File: config.mk
export PLATFORM = sky130hd
export DESIGN_NAME = priority_ready_queue_scheduler
export DESIGN_NICKNAME = d
export VERILOG_FILES = /design/src/rtl/core/prq_pkg.sv /design/src/rtl/core/priority_ready_queue_scheduler.sv /design/src/rtl/core/prq_cell.sv /design/src/rtl/core/prq_chain.sv /design/src/rtl/core/prq_slot_table.sv
export VERILOG_INCLUDE_DIRS = /design/src /design/src/rtl/core
export SDC_FILE = /design/constraint.sdc
export NUM_CORES = 1
export LEC_CHECK = 0
export BUFFER_PORTS_ARGS = -buffer_cell sky130_fd_sc_hd__buf_2
export CAP_MARGIN = 0
export CORE_AREA = 2 2 279 281
export DETAILED_ROUTE_END_ITERATION = 16
export DIE_AREA = 0 0 281 283
export PLACE_DENSITY = 0.54
export SYNTH_ARGS = -nofsm -noshare
export SYNTH_HDL_FRONTEND = slang
export SYNTH_SLANG_ARGS = --single-unit
File: constraint.sdc
create_clock -name clk_i -period 4.8 [get_ports clk_i]
set_input_delay 0.96 -clock clk_i [delete_from_list [all_inputs] [get_ports clk_i]]
set_output_delay 0.96 -clock clk_i [all_outputs]
set_load 0.01 [all_outputs]
File: src/rtl/core/assert_macros.svh
// ----------------------------------------------------------------------------
// Assertion macros used by the scheduler RTL.
// ----------------------------------------------------------------------------
`ifndef ASSERT_MACROS_SVH
`define ASSERT_MACROS_SVH

// Property checked on every rising clock edge outside reset.
`define PRQ_ASSERT(lbl, prop) \
  lbl: assert property (@(posedge clk_i) disable iff (!rst_ni) prop) \
    else $error("prq assertion failed");

// Condition that must never hold outside reset.
`define PRQ_NEVER(lbl, cond) `PRQ_ASSERT(lbl, !(cond))

`endif

File: src/rtl/core/prq_pkg.sv
// ----------------------------------------------------------------------------
// prq_pkg
// Types, codes and constants of the priority ready-queue scheduler.
// ----------------------------------------------------------------------------
`default_nettype none

package prq_pkg;

  // Default sizes.
  localparam int unsigned NUM_SLOTS_DEF  = 32;
  localparam int unsigned NUM_LEVELS_DEF = 4;

  // Fixed field widths.
  localparam int unsigned CMD_W  = 3;
  localparam int unsigned TID_W  = 5;
  localparam int unsigned PRI_W  = 2;
  localparam int unsigned STAT_W = 2;
  localparam int unsigned RT_W   = 5;
  localparam int unsigned FC_W   = 6;
  localparam int unsigned IDLE_W = 32;

  // Configuration port.
  localparam int unsigned PADDR_W = 3;
  localparam int unsigned PDATA_W = 32;
  localparam logic        REG_KERNEL = 1'b0;
  localparam logic        REG_IDLE   = 1'b1;

  typedef enum logic [CMD_W-1:0] {
    CMD_SCHED  = 3'd0,
    CMD_CREATE = 3'd1,
    CMD_TERM   = 3'd2,
    CMD_CHANGE = 3'd3,
    CMD_REAP   = 3'd4
  } cmd_e;

  typedef enum logic [STAT_W-1:0] {
    STAT_OK     = 2'd0,
    STAT_NOFREE = 2'd1,
    STAT_BAD    = 2'd2,
    STAT_NOTQ   = 2'd3
  } status_e;

  typedef enum logic [1:0] {
    SLOT_FREE    = 2'd0,
    SLOT_READY   = 2'd1,
    SLOT_RUNNING = 2'd2,
    SLOT_EXITING = 2'd3
  } slot_state_e;

  typedef enum logic [3:0] {
    S_IDLE,
    S_DISP,
    S_SEL,
    S_FIND,
    S_PUSH,
    S_RUN,
    S_CRD,
    S_CCHK,
    S_CMK,
    S_TRD,
    S_TCHK,
    S_TFIND,
    S_CPUSH,
    S_RRD,
    S_RCHK,
    S_RESP
  } sched_state_e;

  // Operation broadcast along the ready chain.
  typedef struct packed {
    logic init;
    logic remove;
    logic push;
  } chain_op_t;

endpackage

`default_nettype wire

File: src/rtl/core/priority_ready_queue_scheduler.sv
// The chain scan reads one chain cell a cycle; the free-slot and reap walks read
// each slot over the slot table's read port and then check it.
// Throughput: one item at a time; the next is taken once the result is registered.
// Reset, and any configuration write, restore the initial task set at once.
// ----------------------------------------------------------------------------
// priority_ready_queue_scheduler
// Multilevel ready-queue task scheduler with a chain of queue cells, a slot
// table and a command sequencer.
// ----------------------------------------------------------------------------
`default_nettype none

`include "assert_macros.svh"

module priority_ready_queue_scheduler #(
  parameter int unsigned NUM_SLOTS  = prq_pkg::NUM_SLOTS_DEF,
  parameter int unsigned NUM_LEVELS = prq_pkg::NUM_LEVELS_DEF
) (
  input  wire logic                          clk_i,
  input  wire logic                          rst_ni,
  input  wire logic                          psel,
  input  wire logic                          penable,
  input  wire logic                          pwrite,
  input  wire logic [prq_pkg::PADDR_W-1:0]   paddr,
  input  wire logic [prq_pkg::PDATA_W-1:0]   pwdata,
  output logic      [prq_pkg::PDATA_W-1:0]   prdata,
  output logic                               pready,
  input  wire logic                          in_valid_i,
  output logic                               in_ready_o,
  input  wire logic [prq_pkg::CMD_W-1:0]     cmd_i,
  input  wire logic [prq_pkg::TID_W-1:0]     task_id_i,
  input  wire logic [prq_pkg::PRI_W-1:0]     new_priority_i,
  output logic                               out_valid_o,
  input  wire logic                          out_ready_i,
  output logic      [prq_pkg::STAT_W-1:0]    status_o,
  output logic      [prq_pkg::RT_W-1:0]      result_task_o,
  output logic                               switched_o,
  output logic      [prq_pkg::FC_W-1:0]      freed_count_o,
  output logic      [prq_pkg::IDLE_W-1:0]    idle_runs_o
);

  localparam int unsigned SW = $clog2(NUM_SLOTS);
  localparam int unsigned LW = $clog2(NUM_LEVELS);
  localparam int unsigned CW = $clog2(NUM_SLOTS + 1);
  localparam int unsigned DW = SW + LW;
  localparam int unsigned EW = 2 + LW;
  localparam int unsigned KL_RST = 0;
  localparam int unsigned IL_RST = (NUM_LEVELS > 3) ? 3 : NUM_LEVELS - 1;

  function automatic logic [LW-1:0] clamp_lvl(input logic [prq_pkg::PRI_W-1:0] p);
    logic [LW-1:0] r;
    if (32'(p) >= NUM_LEVELS) begin
      r = LW'(NUM_LEVELS - 1);
    end else begin
      r = LW'(p);
    end
    return r;
  endfunction

  prq_pkg::sched_state_e state_q, state_d;

  logic [prq_pkg::PRI_W-1:0]  kp_q, kp_d, ip_q, ip_d;
  logic [prq_pkg::CMD_W-1:0]  cmd_q, cmd_d;
  logic [prq_pkg::TID_W-1:0]  tid_q, tid_d;
  logic [prq_pkg::PRI_W-1:0]  pri_q, pri_d;
  logic [LW-1:0]              lvl_q, lvl_d, key_q, key_d;
  logic                       pass_q, pass_d;
  logic [CW-1:0]              k_q, k_d, addr_q, addr_d;
  logic [SW-1:0]              next_q, next_d;
  prq_pkg::status_e           st_q, st_d;
  logic [prq_pkg::RT_W-1:0]   rt_q, rt_d;
  logic                       sw_q, sw_d;
  logic [prq_pkg::FC_W-1:0]   fc_q, fc_d;
  logic [CW-1:0]              len_q [NUM_LEVELS];
  logic [CW-1:0]              len_d [NUM_LEVELS];
  logic [CW-1:0]              rc_q  [NUM_LEVELS];
  logic [CW-1:0]              rc_d  [NUM_LEVELS];
  logic [SW-1:0]              run_q, run_d;
  logic [LW-1:0]              rprio_q, rprio_d;
  logic                       rexit_q, rexit_d;
  logic [CW-1:0]              exit_len_q, exit_len_d;
  logic [prq_pkg::IDLE_W-1:0] idle_q, idle_d;

  logic                       out_valid_q;
  logic [prq_pkg::STAT_W-1:0] out_st_q;
  logic [prq_pkg::RT_W-1:0]   out_rt_q;
  logic                       out_sw_q;
  logic [prq_pkg::FC_W-1:0]   out_fc_q;
  logic [prq_pkg::IDLE_W-1:0] out_idle_q;
  logic                       out_load;

  logic                       cfg_we;
  logic [LW-1:0]              kl_n, il_n, kl_c, il_c;
  logic [SW-1:0]              tid_s;
  logic [LW-1:0]              pri_l;
  logic                       tid_bad, pri_bad;
  logic                       need;

  prq_pkg::chain_op_t         chn_op;
  logic [SW-1:0]              chn_rm_pos;
  logic [DW-1:0]              chn_push;
  logic [DW-1:0]              chn_rd;
  logic [CW-1:0]              chn_cnt;
  logic [SW-1:0]              chn_slot;
  logic [LW-1:0]              chn_lvl;

  logic [SW-1:0]              tbl_ra;
  logic [EW-1:0]              tbl_rd;
  logic                       tbl_we;
  logic [SW-1:0]              tbl_wa;
  logic [EW-1:0]              tbl_wd;
  prq_pkg::slot_state_e       tbl_state;

  // Configuration port.
  assign pready = 1'b1;
  assign cfg_we = psel && penable && pwrite;
  assign prdata = {{(prq_pkg::PDATA_W - prq_pkg::PRI_W){1'b0}},
                   (paddr[2] == prq_pkg::REG_IDLE) ? ip_q : kp_q};
  assign kl_n = clamp_lvl(kp_d);
  assign il_n = clamp_lvl(ip_d);
  assign kl_c = clamp_lvl(kp_q);
  assign il_c = clamp_lvl(ip_q);

  // Decoded fields of the current item.
  assign tid_s     = SW'(tid_q);
  assign pri_l     = LW'(pri_q);
  assign tid_bad   = 32'(tid_q) >= NUM_SLOTS;
  assign pri_bad   = 32'(pri_q) >= NUM_LEVELS;
  assign need      = (rprio_q == pri_l);
  assign chn_slot  = chn_rd[DW-1 -: SW];
  assign chn_lvl   = chn_rd[LW-1:0];
  assign tbl_state = prq_pkg::slot_state_e'(tbl_rd[EW-1 -: 2]);

  assign in_ready_o = (state_q == prq_pkg::S_IDLE);
  assign out_load   = (state_q == prq_pkg::S_RESP) && (!out_valid_q || out_ready_i);

  // Sequencer: next state and datapath updates.
  always_comb begin
    state_d    = state_q;
    kp_d       = kp_q;
    ip_d       = ip_q;
    cmd_d      = cmd_q;
    tid_d      = tid_q;
    pri_d      = pri_q;
    lvl_d      = lvl_q;
    key_d      = key_q;
    pass_d     = pass_q;
    k_d        = k_q;
    addr_d     = addr_q;
    next_d     = next_q;
    st_d       = st_q;
    rt_d       = rt_q;
    sw_d       = sw_q;
    fc_d       = fc_q;
    len_d      = len_q;
    rc_d       = rc_q;
    run_d      = run_q;
    rprio_d    = rprio_q;
    rexit_d    = rexit_q;
    exit_len_d = exit_len_q;
    idle_d     = idle_q;
    chn_op     = '0;
    chn_rm_pos = k_q[SW-1:0];
    chn_push   = {run_q, rprio_q};
    tbl_ra     = addr_q[SW-1:0];
    tbl_we     = 1'b0;
    tbl_wa     = run_q;
    tbl_wd     = {prq_pkg::SLOT_RUNNING, rprio_q};

    case (state_q)
      prq_pkg::S_IDLE: begin
        if (in_valid_i) begin
          cmd_d   = cmd_i;
          tid_d   = task_id_i;
          pri_d   = new_priority_i;
          st_d    = prq_pkg::STAT_OK;
          rt_d    = '0;
          sw_d    = 1'b0;
          fc_d    = '0;
          state_d = prq_pkg::S_DISP;
        end
      end

      prq_pkg::S_DISP: begin
        case (cmd_q)
          prq_pkg::CMD_SCHED: begin
            lvl_d   = '0;
            pass_d  = 1'b0;
            state_d = prq_pkg::S_SEL;
          end
          prq_pkg::CMD_CREATE: begin
            if (pri_bad) begin
              st_d    = prq_pkg::STAT_BAD;
              state_d = prq_pkg::S_RESP;
            end else begin
              addr_d  = CW'(2);
              state_d = prq_pkg::S_CRD;
            end
          end
          prq_pkg::CMD_TERM: begin
            if (tid_bad || tid_q < prq_pkg::TID_W'(2)) begin
              st_d    = prq_pkg::STAT_BAD;
              state_d = prq_pkg::S_RESP;
            end else if (tid_s == run_q) begin
              rexit_d = 1'b1;
              tbl_we  = 1'b1;
              tbl_wd  = {prq_pkg::SLOT_EXITING, rprio_q};
              state_d = prq_pkg::S_RESP;
            end else begin
              state_d = prq_pkg::S_TRD;
            end
          end
          prq_pkg::CMD_CHANGE: begin
            if (tid_bad || pri_bad) begin
              st_d    = prq_pkg::STAT_BAD;
              state_d = prq_pkg::S_RESP;
            end else if (tid_s == run_q) begin
              rprio_d = pri_l;
              tbl_we  = 1'b1;
              tbl_wd  = {(rexit_q ? prq_pkg::SLOT_EXITING : prq_pkg::SLOT_RUNNING), pri_l};
              state_d = prq_pkg::S_RESP;
            end else begin
              state_d = prq_pkg::S_TRD;
            end
          end
          prq_pkg::CMD_REAP: begin
            fc_d       = prq_pkg::FC_W'(exit_len_q);
            exit_len_d = '0;
            addr_d     = '0;
            state_d    = prq_pkg::S_RRD;
          end
          default: begin
            st_d    = prq_pkg::STAT_BAD;
            state_d = prq_pkg::S_RESP;
          end
        endcase
      end

      // Level selection, one level a cycle, at most two passes.
      prq_pkg::S_SEL: begin
        if (rc_q[lvl_q] < len_q[lvl_q]) begin
          rc_d[lvl_q] = rc_q[lvl_q] + CW'(1);
          key_d       = lvl_q;
          k_d         = '0;
          state_d     = prq_pkg::S_FIND;
        end else begin
          rc_d[lvl_q] = '0;
          if (lvl_q == LW'(NUM_LEVELS - 1)) begin
            if (pass_q) begin
              rt_d    = prq_pkg::RT_W'(run_q);
              state_d = prq_pkg::S_RESP;
            end else begin
              pass_d = 1'b1;
              lvl_d  = '0;
            end
          end else begin
            lvl_d = lvl_q + LW'(1);
          end
        end
      end

      // Walk the chain for the front entry of the chosen level.
      prq_pkg::S_FIND: begin
        if (chn_lvl == key_q) begin
          chn_op.remove = 1'b1;
          len_d[key_q]  = len_q[key_q] - CW'(1);
          next_d        = chn_slot;
          state_d       = prq_pkg::S_PUSH;
        end else begin
          k_d = k_q + CW'(1);
        end
      end

      // Retire the old task.
      prq_pkg::S_PUSH: begin
        if (rexit_q) begin
          exit_len_d = exit_len_q + CW'(1);
        end else begin
          chn_op.push    = 1'b1;
          len_d[rprio_q] = len_q[rprio_q] + CW'(1);
          tbl_we         = 1'b1;
          tbl_wd         = {prq_pkg::SLOT_READY, rprio_q};
        end
        state_d = prq_pkg::S_RUN;
      end

      // Switch in the new task.
      prq_pkg::S_RUN: begin
        run_d   = next_q;
        rprio_d = key_q;
        rexit_d = 1'b0;
        tbl_we  = 1'b1;
        tbl_wa  = next_q;
        tbl_wd  = {prq_pkg::SLOT_RUNNING, key_q};
        if (next_q == SW'(1)) begin
          idle_d = idle_q + prq_pkg::IDLE_W'(1);
        end
        sw_d    = 1'b1;
        rt_d    = prq_pkg::RT_W'(next_q);
        state_d = prq_pkg::S_RESP;
      end

      // Free-slot search: read each slot, then check it.
      prq_pkg::S_CRD: begin
        state_d = prq_pkg::S_CCHK;
      end

      prq_pkg::S_CCHK: begin
        if (tbl_state == prq_pkg::SLOT_FREE) begin
          state_d = prq_pkg::S_CMK;
        end else if (addr_q == CW'(NUM_SLOTS - 1)) begin
          st_d    = prq_pkg::STAT_NOFREE;
          state_d = prq_pkg::S_RESP;
        end else begin
          addr_d  = addr_q + CW'(1);
          state_d = prq_pkg::S_CRD;
        end
      end

      prq_pkg::S_CMK: begin
        if (len_q[pri_l] >= CW'(NUM_SLOTS) - CW'(need)) begin
          st_d = prq_pkg::STAT_NOFREE;
        end else begin
          chn_op.push  = 1'b1;
          chn_push     = {addr_q[SW-1:0], pri_l};
          len_d[pri_l] = len_q[pri_l] + CW'(1);
          tbl_we       = 1'b1;
          tbl_wa       = addr_q[SW-1:0];
          tbl_wd       = {prq_pkg::SLOT_READY, pri_l};
          rt_d         = prq_pkg::RT_W'(addr_q);
        end
        state_d = prq_pkg::S_RESP;
      end

      // Terminate and change of a queued task.
      prq_pkg::S_TRD: begin
        tbl_ra  = tid_s;
        state_d = prq_pkg::S_TCHK;
      end

      prq_pkg::S_TCHK: begin
        if (tbl_state != prq_pkg::SLOT_READY) begin
          st_d    = prq_pkg::STAT_NOTQ;
          state_d = prq_pkg::S_RESP;
        end else begin
          k_d     = '0;
          state_d = prq_pkg::S_TFIND;
        end
      end

      prq_pkg::S_TFIND: begin
        if (k_q == chn_cnt) begin
          st_d    = prq_pkg::STAT_NOTQ;
          state_d = prq_pkg::S_RESP;
        end else if (chn_slot == tid_s) begin
          chn_op.remove  = 1'b1;
          len_d[chn_lvl] = len_q[chn_lvl] - CW'(1);
          if (cmd_q == prq_pkg::CMD_TERM) begin
            tbl_we     = 1'b1;
            tbl_wa     = tid_s;
            tbl_wd     = {prq_pkg::SLOT_EXITING, chn_lvl};
            exit_len_d = exit_len_q + CW'(1);
            state_d    = prq_pkg::S_RESP;
          end else begin
            state_d = prq_pkg::S_CPUSH;
          end
        end else begin
          k_d = k_q + CW'(1);
        end
      end

      prq_pkg::S_CPUSH: begin
        chn_op.push  = 1'b1;
        chn_push     = {tid_s, pri_l};
        len_d[pri_l] = len_q[pri_l] + CW'(1);
        tbl_we       = 1'b1;
        tbl_wa       = tid_s;
        tbl_wd       = {prq_pkg::SLOT_READY, pri_l};
        state_d      = prq_pkg::S_RESP;
      end

      // Reap sweep: free every exiting slot that is not running.
      prq_pkg::S_RRD: begin
        state_d = prq_pkg::S_RCHK;
      end

      prq_pkg::S_RCHK: begin
        if (tbl_state == prq_pkg::SLOT_EXITING && addr_q[SW-1:0] != run_q) begin
          tbl_we = 1'b1;
          tbl_wa = addr_q[SW-1:0];
          tbl_wd = {prq_pkg::SLOT_FREE, tbl_rd[LW-1:0]};
        end
        if (addr_q == CW'(NUM_SLOTS - 1)) begin
          state_d = prq_pkg::S_RESP;
        end else begin
          addr_d  = addr_q + CW'(1);
          state_d = prq_pkg::S_RRD;
        end
      end

      prq_pkg::S_RESP: begin
        if (out_load) begin
          state_d = prq_pkg::S_IDLE;
        end
      end

      default: begin
        state_d = prq_pkg::S_IDLE;
      end
    endcase

    // A configuration write reinitializes the task set.
    if (cfg_we) begin
      if (paddr[2] == prq_pkg::REG_IDLE) begin
        ip_d = pwdata[prq_pkg::PRI_W-1:0];
      end else begin
        kp_d = pwdata[prq_pkg::PRI_W-1:0];
      end
      chn_op      = '0;
      chn_op.init = 1'b1;
      tbl_we      = 1'b0;
      for (int j = 0; j < NUM_LEVELS; j++) begin
        len_d[j] = (LW'(j) == il_n) ? CW'(1) : CW'(0);
        rc_d[j]  = (LW'(j) == kl_n && kl_n != il_n) ? CW'(1) : CW'(0);
      end
      run_d      = '0;
      rprio_d    = kl_n;
      rexit_d    = 1'b0;
      exit_len_d = '0;
      idle_d     = '0;
    end
  end

  // State and control registers.
  always_ff @(posedge clk_i or negedge rst_ni) begin
    if (!rst_ni) begin
      state_q    <= prq_pkg::S_IDLE;
      kp_q       <= prq_pkg::PRI_W'(0);
      ip_q       <= prq_pkg::PRI_W'(3);
      for (int j = 0; j < NUM_LEVELS; j++) begin
        len_q[j] <= (j == IL_RST) ? CW'(1) : CW'(0);
        rc_q[j]  <= (j == KL_RST && KL_RST != IL_RST) ? CW'(1) : CW'(0);
      end
      run_q      <= '0;
      rprio_q    <= LW'(KL_RST);
      rexit_q    <= 1'b0;
      exit_len_q <= '0;
      idle_q     <= '0;
    end else begin
      state_q    <= state_d;
      kp_q       <= kp_d;
      ip_q       <= ip_d;
      len_q      <= len_d;
      rc_q       <= rc_d;
      run_q      <= run_d;
      rprio_q    <= rprio_d;
      rexit_q    <= rexit_d;
      exit_len_q <= exit_len_d;
      idle_q     <= idle_d;
    end
  end

  // Working registers of the current item.
  always_ff @(posedge clk_i) begin
    cmd_q  <= cmd_d;
    tid_q  <= tid_d;
    pri_q  <= pri_d;
    lvl_q  <= lvl_d;
    key_q  <= key_d;
    pass_q <= pass_d;
    k_q    <= k_d;
    addr_q <= addr_d;
    next_q <= next_d;
    st_q   <= st_d;
    rt_q   <= rt_d;
    sw_q   <= sw_d;
    fc_q   <= fc_d;
  end

  // Output register.
  always_ff @(posedge clk_i or negedge rst_ni) begin
    if (!rst_ni) begin
      out_valid_q <= 1'b0;
    end else if (out_load) begin
      out_valid_q <= 1'b1;
    end else if (out_ready_i) begin
      out_valid_q <= 1'b0;
    end
  end

  always_ff @(posedge clk_i) begin
    if (out_load) begin
      out_st_q   <= st_q;
      out_rt_q   <= rt_q;
      out_sw_q   <= sw_q;
      out_fc_q   <= fc_q;
      out_idle_q <= idle_q;
    end
  end

  assign out_valid_o   = out_valid_q;
  assign status_o      = out_st_q;
  assign result_task_o = out_rt_q;
  assign switched_o    = out_sw_q;
  assign freed_count_o = out_fc_q;
  assign idle_runs_o   = out_idle_q;

  // Ready chain.
  prq_chain #(
    .NUM_SLOTS  (NUM_SLOTS),
    .NUM_LEVELS (NUM_LEVELS),
    .INIT_LVL   (IL_RST)
  ) u_chain (
    .clk_i       (clk_i),
    .rst_ni      (rst_ni),
    .op_i        (chn_op),
    .rm_pos_i    (chn_rm_pos),
    .push_data_i (chn_push),
    .init_data_i ({SW'(1), il_n}),
    .rd_idx_i    (k_q[SW-1:0]),
    .rd_data_o   (chn_rd),
    .cnt_o       (chn_cnt)
  );

  // Slot table.
  prq_slot_table #(
    .NUM_SLOTS  (NUM_SLOTS),
    .NUM_LEVELS (NUM_LEVELS)
  ) u_table (
    .clk_i     (clk_i),
    .rst_ni    (rst_ni),
    .clr_i     (cfg_we),
    .kl_i      (kl_c),
    .il_i      (il_c),
    .rd_addr_i (tbl_ra),
    .rd_data_o (tbl_rd),
    .wr_en_i   (tbl_we),
    .wr_addr_i (tbl_wa),
    .wr_data_i (tbl_wd)
  );

  // Checks on chain occupancy and result timing.
  `PRQ_ASSERT(a_push_room, chn_op.push |-> chn_cnt < CW'(NUM_SLOTS))
  `PRQ_ASSERT(a_remove_nonempty, chn_op.remove |-> chn_cnt != CW'(0))
  `PRQ_ASSERT(a_out_from_resp, $rose(out_valid_q) |-> $past(state_q == prq_pkg::S_RESP))
  `PRQ_NEVER(a_exit_overflow, exit_len_q > CW'(NUM_SLOTS))

endmodule

`default_nettype wire

File: src/rtl/core/prq_cell.sv
// ----------------------------------------------------------------------------
// prq_cell
// One entry of the ready chain: holds a slot and its level, takes its upper
// neighbor's entry on a removal and the pushed entry when it is the first free cell.
// ----------------------------------------------------------------------------
`default_nettype none

module prq_cell #(
  parameter int unsigned     DW      = 7,
  parameter logic [DW-1:0]   RST_VAL = '0
) (
  input  wire logic          clk_i,
  input  wire logic          rst_ni,
  input  wire logic          shift_en_i,
  input  wire logic          load_en_i,
  input  wire logic          init_en_i,
  input  wire logic [DW-1:0] next_i,
  input  wire logic [DW-1:0] load_i,
  input  wire logic [DW-1:0] init_i,
  output logic      [DW-1:0] data_o
);

  logic [DW-1:0] data_q;

  // Init wins, then the shift toward the head, then the tail load.
  always_ff @(posedge clk_i or negedge rst_ni) begin
    if (!rst_ni) begin
      data_q <= RST_VAL;
    end else if (init_en_i) begin
      data_q <= init_i;
    end else if (shift_en_i) begin
      data_q <= next_i;
    end else if (load_en_i) begin
      data_q <= load_i;
    end
  end

  assign data_o = data_q;

endmodule

`default_nettype wire

File: src/rtl/core/prq_chain.sv
// ----------------------------------------------------------------------------
// prq_chain
// Row of cells holding every ready task in arrival order. Each level's FIFO
// is the subsequence of cells carrying that level.
// ----------------------------------------------------------------------------
`default_nettype none

module prq_chain #(
  parameter int unsigned NUM_SLOTS  = prq_pkg::NUM_SLOTS_DEF,
  parameter int unsigned NUM_LEVELS = prq_pkg::NUM_LEVELS_DEF,
  parameter int unsigned INIT_LVL   = 3,
  localparam int unsigned SW = $clog2(NUM_SLOTS),
  localparam int unsigned LW = $clog2(NUM_LEVELS),
  localparam int unsigned CW = $clog2(NUM_SLOTS + 1),
  localparam int unsigned DW = SW + LW
) (
  input  wire logic                clk_i,
  input  wire logic                rst_ni,
  input  wire prq_pkg::chain_op_t  op_i,
  input  wire logic [SW-1:0]       rm_pos_i,
  input  wire logic [DW-1:0]       push_data_i,
  input  wire logic [DW-1:0]       init_data_i,
  input  wire logic [SW-1:0]       rd_idx_i,
  output logic      [DW-1:0]       rd_data_o,
  output logic      [CW-1:0]       cnt_o
);

  logic [CW-1:0] cnt_q;
  logic [DW-1:0] cell_d [NUM_SLOTS];

  // Occupancy count.
  always_ff @(posedge clk_i or negedge rst_ni) begin
    if (!rst_ni) begin
      cnt_q <= CW'(1);
    end else if (op_i.init) begin
      cnt_q <= CW'(1);
    end else if (op_i.remove) begin
      cnt_q <= cnt_q - CW'(1);
    end else if (op_i.push) begin
      cnt_q <= cnt_q + CW'(1);
    end
  end

  // The cells, each fed by its upper neighbor.
  for (genvar g = 0; g < NUM_SLOTS; g++) begin : g_cell
    logic [DW-1:0] next;
    logic [DW-1:0] init;
    if (g == NUM_SLOTS - 1) begin : g_last
      assign next = '0;
    end else begin : g_mid
      assign next = cell_d[g+1];
    end
    if (g == 0) begin : g_head
      assign init = init_data_i;
    end else begin : g_body
      assign init = '0;
    end
    prq_cell #(
      .DW      (DW),
      .RST_VAL ((g == 0) ? {SW'(1), LW'(INIT_LVL)} : DW'(0))
    ) u_cell (
      .clk_i      (clk_i),
      .rst_ni     (rst_ni),
      .shift_en_i (op_i.remove && (SW'(g) >= rm_pos_i)),
      .load_en_i  (op_i.push && (CW'(g) == cnt_q)),
      .init_en_i  (op_i.init),
      .next_i     (next),
      .load_i     (push_data_i),
      .init_i     (init),
      .data_o     (cell_d[g])
    );
  end

  // Scan read port.
  assign rd_data_o = cell_d[rd_idx_i];
  assign cnt_o     = cnt_q;

endmodule

`default_nettype wire

File: src/rtl/core/prq_slot_table.sv
// ----------------------------------------------------------------------------
// prq_slot_table
// Per-slot state and priority in a memory with one read and one write port and
// valid bits; an entry not yet written reads as its reset value.
// ----------------------------------------------------------------------------
`default_nettype none

module prq_slot_table #(
  parameter int unsigned NUM_SLOTS  = prq_pkg::NUM_SLOTS_DEF,
  parameter int unsigned NUM_LEVELS = prq_pkg::NUM_LEVELS_DEF,
  localparam int unsigned SW = $clog2(NUM_SLOTS),
  localparam int unsigned LW = $clog2(NUM_LEVELS),
  localparam int unsigned EW = 2 + LW
) (
  input  wire logic          clk_i,
  input  wire logic          rst_ni,
  input  wire logic          clr_i,
  input  wire logic [LW-1:0] kl_i,
  input  wire logic [LW-1:0] il_i,
  input  wire logic [SW-1:0] rd_addr_i,
  output logic      [EW-1:0] rd_data_o,
  input  wire logic          wr_en_i,
  input  wire logic [SW-1:0] wr_addr_i,
  input  wire logic [EW-1:0] wr_data_i
);

  logic [EW-1:0]        mem [NUM_SLOTS];
  logic [NUM_SLOTS-1:0] vld_q;
  logic [EW-1:0]        dflt;
  logic [EW-1:0]        rd_q;

  // Reset value of the addressed entry.
  always_comb begin
    if (rd_addr_i == SW'(0)) begin
      dflt = {prq_pkg::SLOT_RUNNING, kl_i};
    end else if (rd_addr_i == SW'(1)) begin
      dflt = {prq_pkg::SLOT_READY, il_i};
    end else begin
      dflt = {prq_pkg::SLOT_FREE, LW'(0)};
    end
  end

  // Write port.
  always_ff @(posedge clk_i) begin
    if (wr_en_i) begin
      mem[wr_addr_i] <= wr_data_i;
    end
  end

  // Valid bits, cleared at once on reset and on reinitialization.
  always_ff @(posedge clk_i or negedge rst_ni) begin
    if (!rst_ni) begin
      vld_q <= '0;
    end else if (clr_i) begin
      vld_q <= '0;
    end else if (wr_en_i) begin
      vld_q[wr_addr_i] <= 1'b1;
    end
  end

  // Registered read port.
  always_ff @(posedge clk_i) begin
    rd_q <= vld_q[rd_addr_i] ? mem[rd_addr_i] : dflt;
  end

  assign rd_data_o = rd_q;

endmodule

`default_nettype wire
==> flow_metrics.tcl, run 1 <==
set metrics [dict create \
    core_um2 76700 \
    power_density_nw_per_um2 589 \
    grt_max_degree 107 \
    wl_met1_um 42700 \
    fill_cells 7275 \
    slew_viol_final 0 \
    synthArstFlopShare_pct 69.8 \
    clock_latency_ns 0.65 \
    post-place-ws_ns 0.167 \
    track_usage_pct 24.1 \
    syn_area_um2 30400 \
    placed_area_um2 32400 \
    rsz0062_at_grt "no" \
    r2r_cells 14 \
    critPathKind "flop to flop" \
    finalWorstSetupSlack_ns 0.223 \
    layout.nets 3237 \
    yosys_warnings 0 \
    cts_tree "built" \
    cp-end-kind "flop" \
    cts_max_level 2 \
    drc 0 \
    max_freq_ghz 0.218 \
    final_cell_area_um2 34500 \
    die_w_um 281 \
    root_buffer "clkbuf_16" \
    route.met3.wl_um 6100 \
    clkTransAtPathRegs_ns 0.06 \
    finalCriticalPeriod_ns 4.58 \
    yosysUniqueCellTypes 77 \
    synth_area_per_cell_um2 9.77 \
    finish.utilization_pct 45.0 \
    synthCells 3110 \
    r2r_slack_ns 0.22 \
    io_buffers 69 \
    start_util_pct 39.6 \
    die_h_um 283 \
    clkSinkCount 523 \
    seq_area_frac_synth_pct 45.7 \
    timing.rr.start "k_q[0]" \
    drive_gt1_share_pct 14.8 \
    row_count 102 \
    cts_buffer_depth 3 \
    avgViaCountPerCell 5.89 \
    whs_ns 0.372 \
    crit_arrival_ns 4.92 \
    grt_pass1_wl_um 150000 \
    drtAntennaViolNets 0 \
    hpwlAfterDp_um 66700 \
    ys.flop_type "dfrtp_1" \
    wirelength_um 96900 \
    synth-edff-count 156 \
    finalHoldViolCount 0 \
    routedWlPerCell_um 22.8 \
    r2r_end "u_table.mem[29][2]" \
    worst_pin_slew_ns 1.14 \
    holdBufCountCts 0 \
    num_vias 25014 \
    slew_headroom_pct 23.6 \
    total_power_mw 20.3 \
    die-area_um2 79500 \
    globalplace.congestion 0.949 \
    dr_wl_met2_um 45400 \
    dpl.cell_count 4131 \
    cts_buffers 59 \
    cap_violations 0 \
    status "finished clean" \
    cp.required_ns 5.14 \
    topRoutingLayerUsed "met4" \
    synth-seq-cells 523 \
    area_growth_syn_to_layout_pct 13.5 \
    n_antenna_cell 0 \
    grt_pass1_vias 24630 \
    gr-total-overflow 0 \
    finalClockSkew_ns 0.0373 \
    drt_first_pass_iters 8 \
    fin_crit_sh_pct 95.4 \
    antenna_found_initial 0 \
    worstHoldPathType "input port to async pin" \
    crit_fanout 34 \
    setup_viol 0 \
    pin_count 133 \
    leakagePower_nw 14.2 \
    final_cells 4244 \
    drt_iter0_drc 2488 \
    tns_ns 0 \
    cp-start-kind "flop" \
    peakVddDrop_uv 392 \
]
-- cells by family after synthesis --
family | count (synthesis) | synth area share, %
AOI/OAI and AO/OA | 705 | 14.8
xor gates and xnor gates | 100 | 2.88
adders and majority gates | 31 | 1.28
buffers and inverters | 317 | 4.46
DFF | 523 | 45.7
muxes | 372 | 15.4
other | 2 | 0.0247
and+or+nand+nor | 1060 | 15.5
-- worst max path at each step --
stage,startpoint,to,slack [ns],cells after the start
4_1_cts,k_q[0],u_table.mem[20][3],0.16,14
3_5_place_dp,k_q[0],u_table.mem[20][3],0.17,14
6_report,k_q[0],u_table.mem[29][2],0.22,14
3_3_place_gp,k_q[0],u_chain.g_cell[2].u_cell.data_o[6],0.25,14
2_1_floorplan,pri_l[0],u_table.mem[24][2],0.51,13
5_1_grt,k_q[0],u_table.mem[9][2],0.03,14
-- report_power, final --
| group | internal, mW | total, mW | switching (mW) |
|---|---|---|---|
| sequential | 5.69 | 6.63 | 0.935 |
| clock | 2.85 | 4.81 | 1.96 |
| combinational | 3.30 | 8.85 | 5.55 |
| total | 11.8 | 20.3 | 8.45 |
-- worst max-delay path: stages, from the launching register on --
cell      delay (ns)
edfxtp_1        0.37
buf_12          0.30
buf_12          0.21
mux2i_1         0.28
o22ai_1         0.14
o21ai_0         0.37
buf_4           0.20
nand4_1         0.23
xor2_1          0.24
nor4b_2         0.50
and2_0          0.27
o211ai_1        0.16
buf_4           0.18
a211o_1         0.52
nor2_1          0.28
-- registers in the layout (all words and copies together), names as in the netlist, 5 cells and up --
signal                        cells
addr_q                            6
exit_len_q                        6
fc_q                              6
freed_count_o                     6
idle_q                           32
idle_runs_o                      32
k_q                               6
len_q                            24
next_q                            5
rc_q                             24
result_task_o                     5
rt_q                              5
run_q                             5
tid_q                             5
u_chain.cnt_o                     6
u_chain.g_cell.u_cell.data_o    224
u_table.mem                      64
u_table.vld_q                    32
-- per-layer routing --
metal  vias to the layer above  track usage [%]
met4                         0             7.53
met3                       175             3.17
li1                      11305                -
met5                         -                0
met2                       959             38.2
met1                     12575             34.1
-- timing repair --
item                                    in CTS  in global routing
gates resized for setup                      0                  3
endpoints found under the setup margin       0                 32
buffers inserted                             0                  2
-- Yosys cell counts (all sizes together), types with 54 or more instances --
cell type    n  area [um^2]
nand2      411         1540
dfrtp      357         8930
nor2       316         1190
mux2i      288         2900
o21ai      265         1330
clkbuf     190          713
edfxtp     156         4680
a21oi      138          691
nand3      117          586
buf         86          487
mux4        73         1640
xor2        57          499
o22ai       54          338
-- cell type report --
class                   count  area, um^2  area share [%]
clock buffers              82        1660            4.82
multi-input cells        2299       15300            44.5
well taps                1040        1300            3.77
flip-flops and latches    523       13900            40.2
clock inverters            29         400            1.16
inverters                  41         154           0.446
repair buffers            230        1760            5.12
-- cell usage in the layout, fill, tap and decap left out, drive strengths merged, types with 73 or more instances in the layout --
cell type    n
nor2       316
nand2      411
mux2i      288
mux4        73
o21ai      265
clkbuf      82
edfxtp     156
dfrtp      357
nand3      117
buf        230
a21oi      138
(Power assumes the default switching activity.)
==> inputs of run 2 (changes only) <==
--- a/config.mk
+++ b/config.mk
@@ -11,7 +11,7 @@
 export CORE_AREA = 2 2 279 281
 export DETAILED_ROUTE_END_ITERATION = 16
 export DIE_AREA = 0 0 281 283
-export PLACE_DENSITY = 0.54
+export PLACE_DENSITY = 0.59
 export SYNTH_ARGS = -nofsm -noshare
 export SYNTH_HDL_FRONTEND = slang
 export SYNTH_SLANG_ARGS = --single-unit
==> run 2 against run 1 <==
Sequential share of layout area is 0.36 points higher. Clock skew is 0.0094 ns lower. Clock power is 4% lower. Flip-flop and latch count stayed put. Die area stayed put. Critical path type unchanged. Largest cell class unchanged. Largest power group unchanged. Highest routed layer is now met5.
==> flow_metrics.tcl, run 2 (synthesized netlist as in run 1, its figures left out) <==
set metrics [dict create \
    status "finished clean" \
    slew_viol_final 0 \
    finish.utilization_pct 44.6 \
    slew_headroom_pct 23.5 \
    top_usage_layer "met2" \
    fin_crit_sh_pct 96.6 \
    critical-path-top-delay-family "simple AND/OR/NAND/NOR gates" \
    cap_violations 0 \
    finalClockSkew_ns 0.0278 \
    finalCriticalPeriod_ns 4.63 \
    total_power_mw 19.8 \
    power_density_nw_per_um2 579 \
    io_buffers 69 \
    r2r_slack_ns 0.17 \
    met2_usage_pct 36.3 \
    critPathKind "flop to flop" \
    drtAntennaViolNets 0 \
    setup_viol 0 \
    wirelength_um 93000 \
    largest_register_ffs 224 \
    globalplace.congestion 0.947 \
    root_buffer "clkbuf_16" \
    clkTransAtPathRegs_ns 0.06 \
    drt_first_pass_iters 6 \
    mostFrequentLayoutCells "411 x nand2_1, 357 x dfrtp_1, 315 x nor2_1" \
    die_w_um 281 \
    drt_iter0_drc 2344 \
    grtUsageMet1_pct 32.6 \
    avgViaCountPerCell 5.82 \
    start_util_pct 39.6 \
    routedWlPerCell_um 22.1 \
    cp.required_ns 5.29 \
    area_growth_syn_to_layout_pct 12.5 \
    worst_path_max_delay_cell "nand3_1" \
    cts_buffer_depth 3 \
    layout.nets 3209 \
    worst_pin_slew_ns 1.14 \
    clkSinkCount 523 \
    grt_pass1_vias 23971 \
    rsz0062_at_grt "yes" \
    clock_latency_ns 0.65 \
    cp_common_cell "mux2i_1" \
    peakVddDrop_uv 350 \
    cp-start-kind "flop" \
    drc 0 \
    grt_max_degree 143 \
    grt_pass1_wl_um 145000 \
    holdBufCountCts 0 \
    cts_max_level 2 \
    worstPathCellList "buf_12 > mux2i_1 > o22ai_1 > o21ai_0 > nand4_1 > xnor2_1 > and3_1 > buf_4 > a31o_2 > nand3_1 > mux2i_1 > nor2_1" \
    antenna_found_initial 1 \
    n_antenna_cell 0 \
    crit_fanout 20 \
    max_freq_ghz 0.216 \
    finalHoldViolCount 0 \
    fill_cells 7295 \
    crit_arrival_ns 5.13 \
    cts_buffers 57 \
    die_h_um 283 \
    cts_tree "built" \
    track_usage_pct 23.2 \
    worstHoldPathType "input port to async pin" \
    pin_count 133 \
    use_met3_pct 3.94 \
    mostFrequentLayoutCell "nand2_1" \
    crit_buf_inv 2 \
    leakagePower_nw 14.0 \
    drive_gt1_share_pct 14.2 \
    core_um2 76700 \
    num_vias 24524 \
    gr-total-overflow 0 \
    cpPeakStageDelay_ns 0.61 \
    cp-end-kind "flop" \
    die-area_um2 79500 \
    hpwlAfterDp_um 63300 \
    row_count 102 \
]
## run 2: area by class of cell
type	instances	area (um^2)	area share [%]
Multi-Input combinational cell	2299	15400	45.0
Clock inverter	39	437	1.28
Sequential cell	523	13900	40.6
Timing Repair Buffer	204	1520	4.44
Tap cell	1040	1300	3.81
Clock buffer	69	1530	4.48
Inverter	41	154	0.450
## run 2: final timing paths
kind,from,end,depth (start not counted)
worst max-delay path,k_q[0],u_chain.g_cell[22].u_cell.data_o[5],12
worst min-delay path,rst_ni,idle_q[16],1
worst max register to register,k_q[0],u_chain.g_cell[22].u_cell.data_o[5],12
worst min register to register,fc_q[2],freed_count_o[2],0
max in group asynchronous,rst_ni,u_chain.g_cell[12].u_cell.data_o[4],2
min in group clk_i,fc_q[2],freed_count_o[2],0
## run 2: routing by layer
layer	routed length, um	vias to the layer above
met2	43100	939
met4	3150	2
li1	-	11237
met1	40300	12163
met5	10	-
met3	6380	183
## run 2: worst register-to-register path: stages (launching register included)
cell,delay [ns]
edfxtp_1,0.51
buf_12,0.23
mux2i_1,0.34
o22ai_1,0.14
o21ai_0,0.53
nand4_1,0.34
xnor2_1,0.27
and3_1,0.38
buf_4,0.22
a31o_2,0.51
nand3_1,0.62
mux2i_1,0.33
nor2_1,0.06
## run 2: repair_timing
item                                    CTS  global route
endpoints found under the hold margin     0             0
resized for setup                         0            10
endpoints found under the setup margin    0            69
setup buffers                             0             3
## run 2: per-stage QoR
| stage | cells | TNS, ns | hold WS [ns] | cell area, um^2 | setup WS (ns) |
|---|---|---|---|---|---|
| 6_report | 4215 | 0 | 0.344 | 34200 | 0.165 |
| 3_3_place_gp | 4104 | 0 | 0.401 | 32100 | 0.255 |
| 2_1_floorplan | 3139 | 0 | 0.400 | 30500 | 0.509 |
| 4_1_cts | 4212 | 0 | 0.360 | 34100 | 0.212 |
| 5_1_grt | 4215 | -0.00525 | 0.404 | 34200 | -0.00433 |
| 3_5_place_dp | 4104 | 0 | 0.406 | 32100 | 0.173 |
## run 2: where the power goes
group,switching [mW],internal (mW),leakage (nW)
sequential,0.862,5.69,6.40
clock,1.92,2.71,0.955
combinational,5.48,3.13,6.60
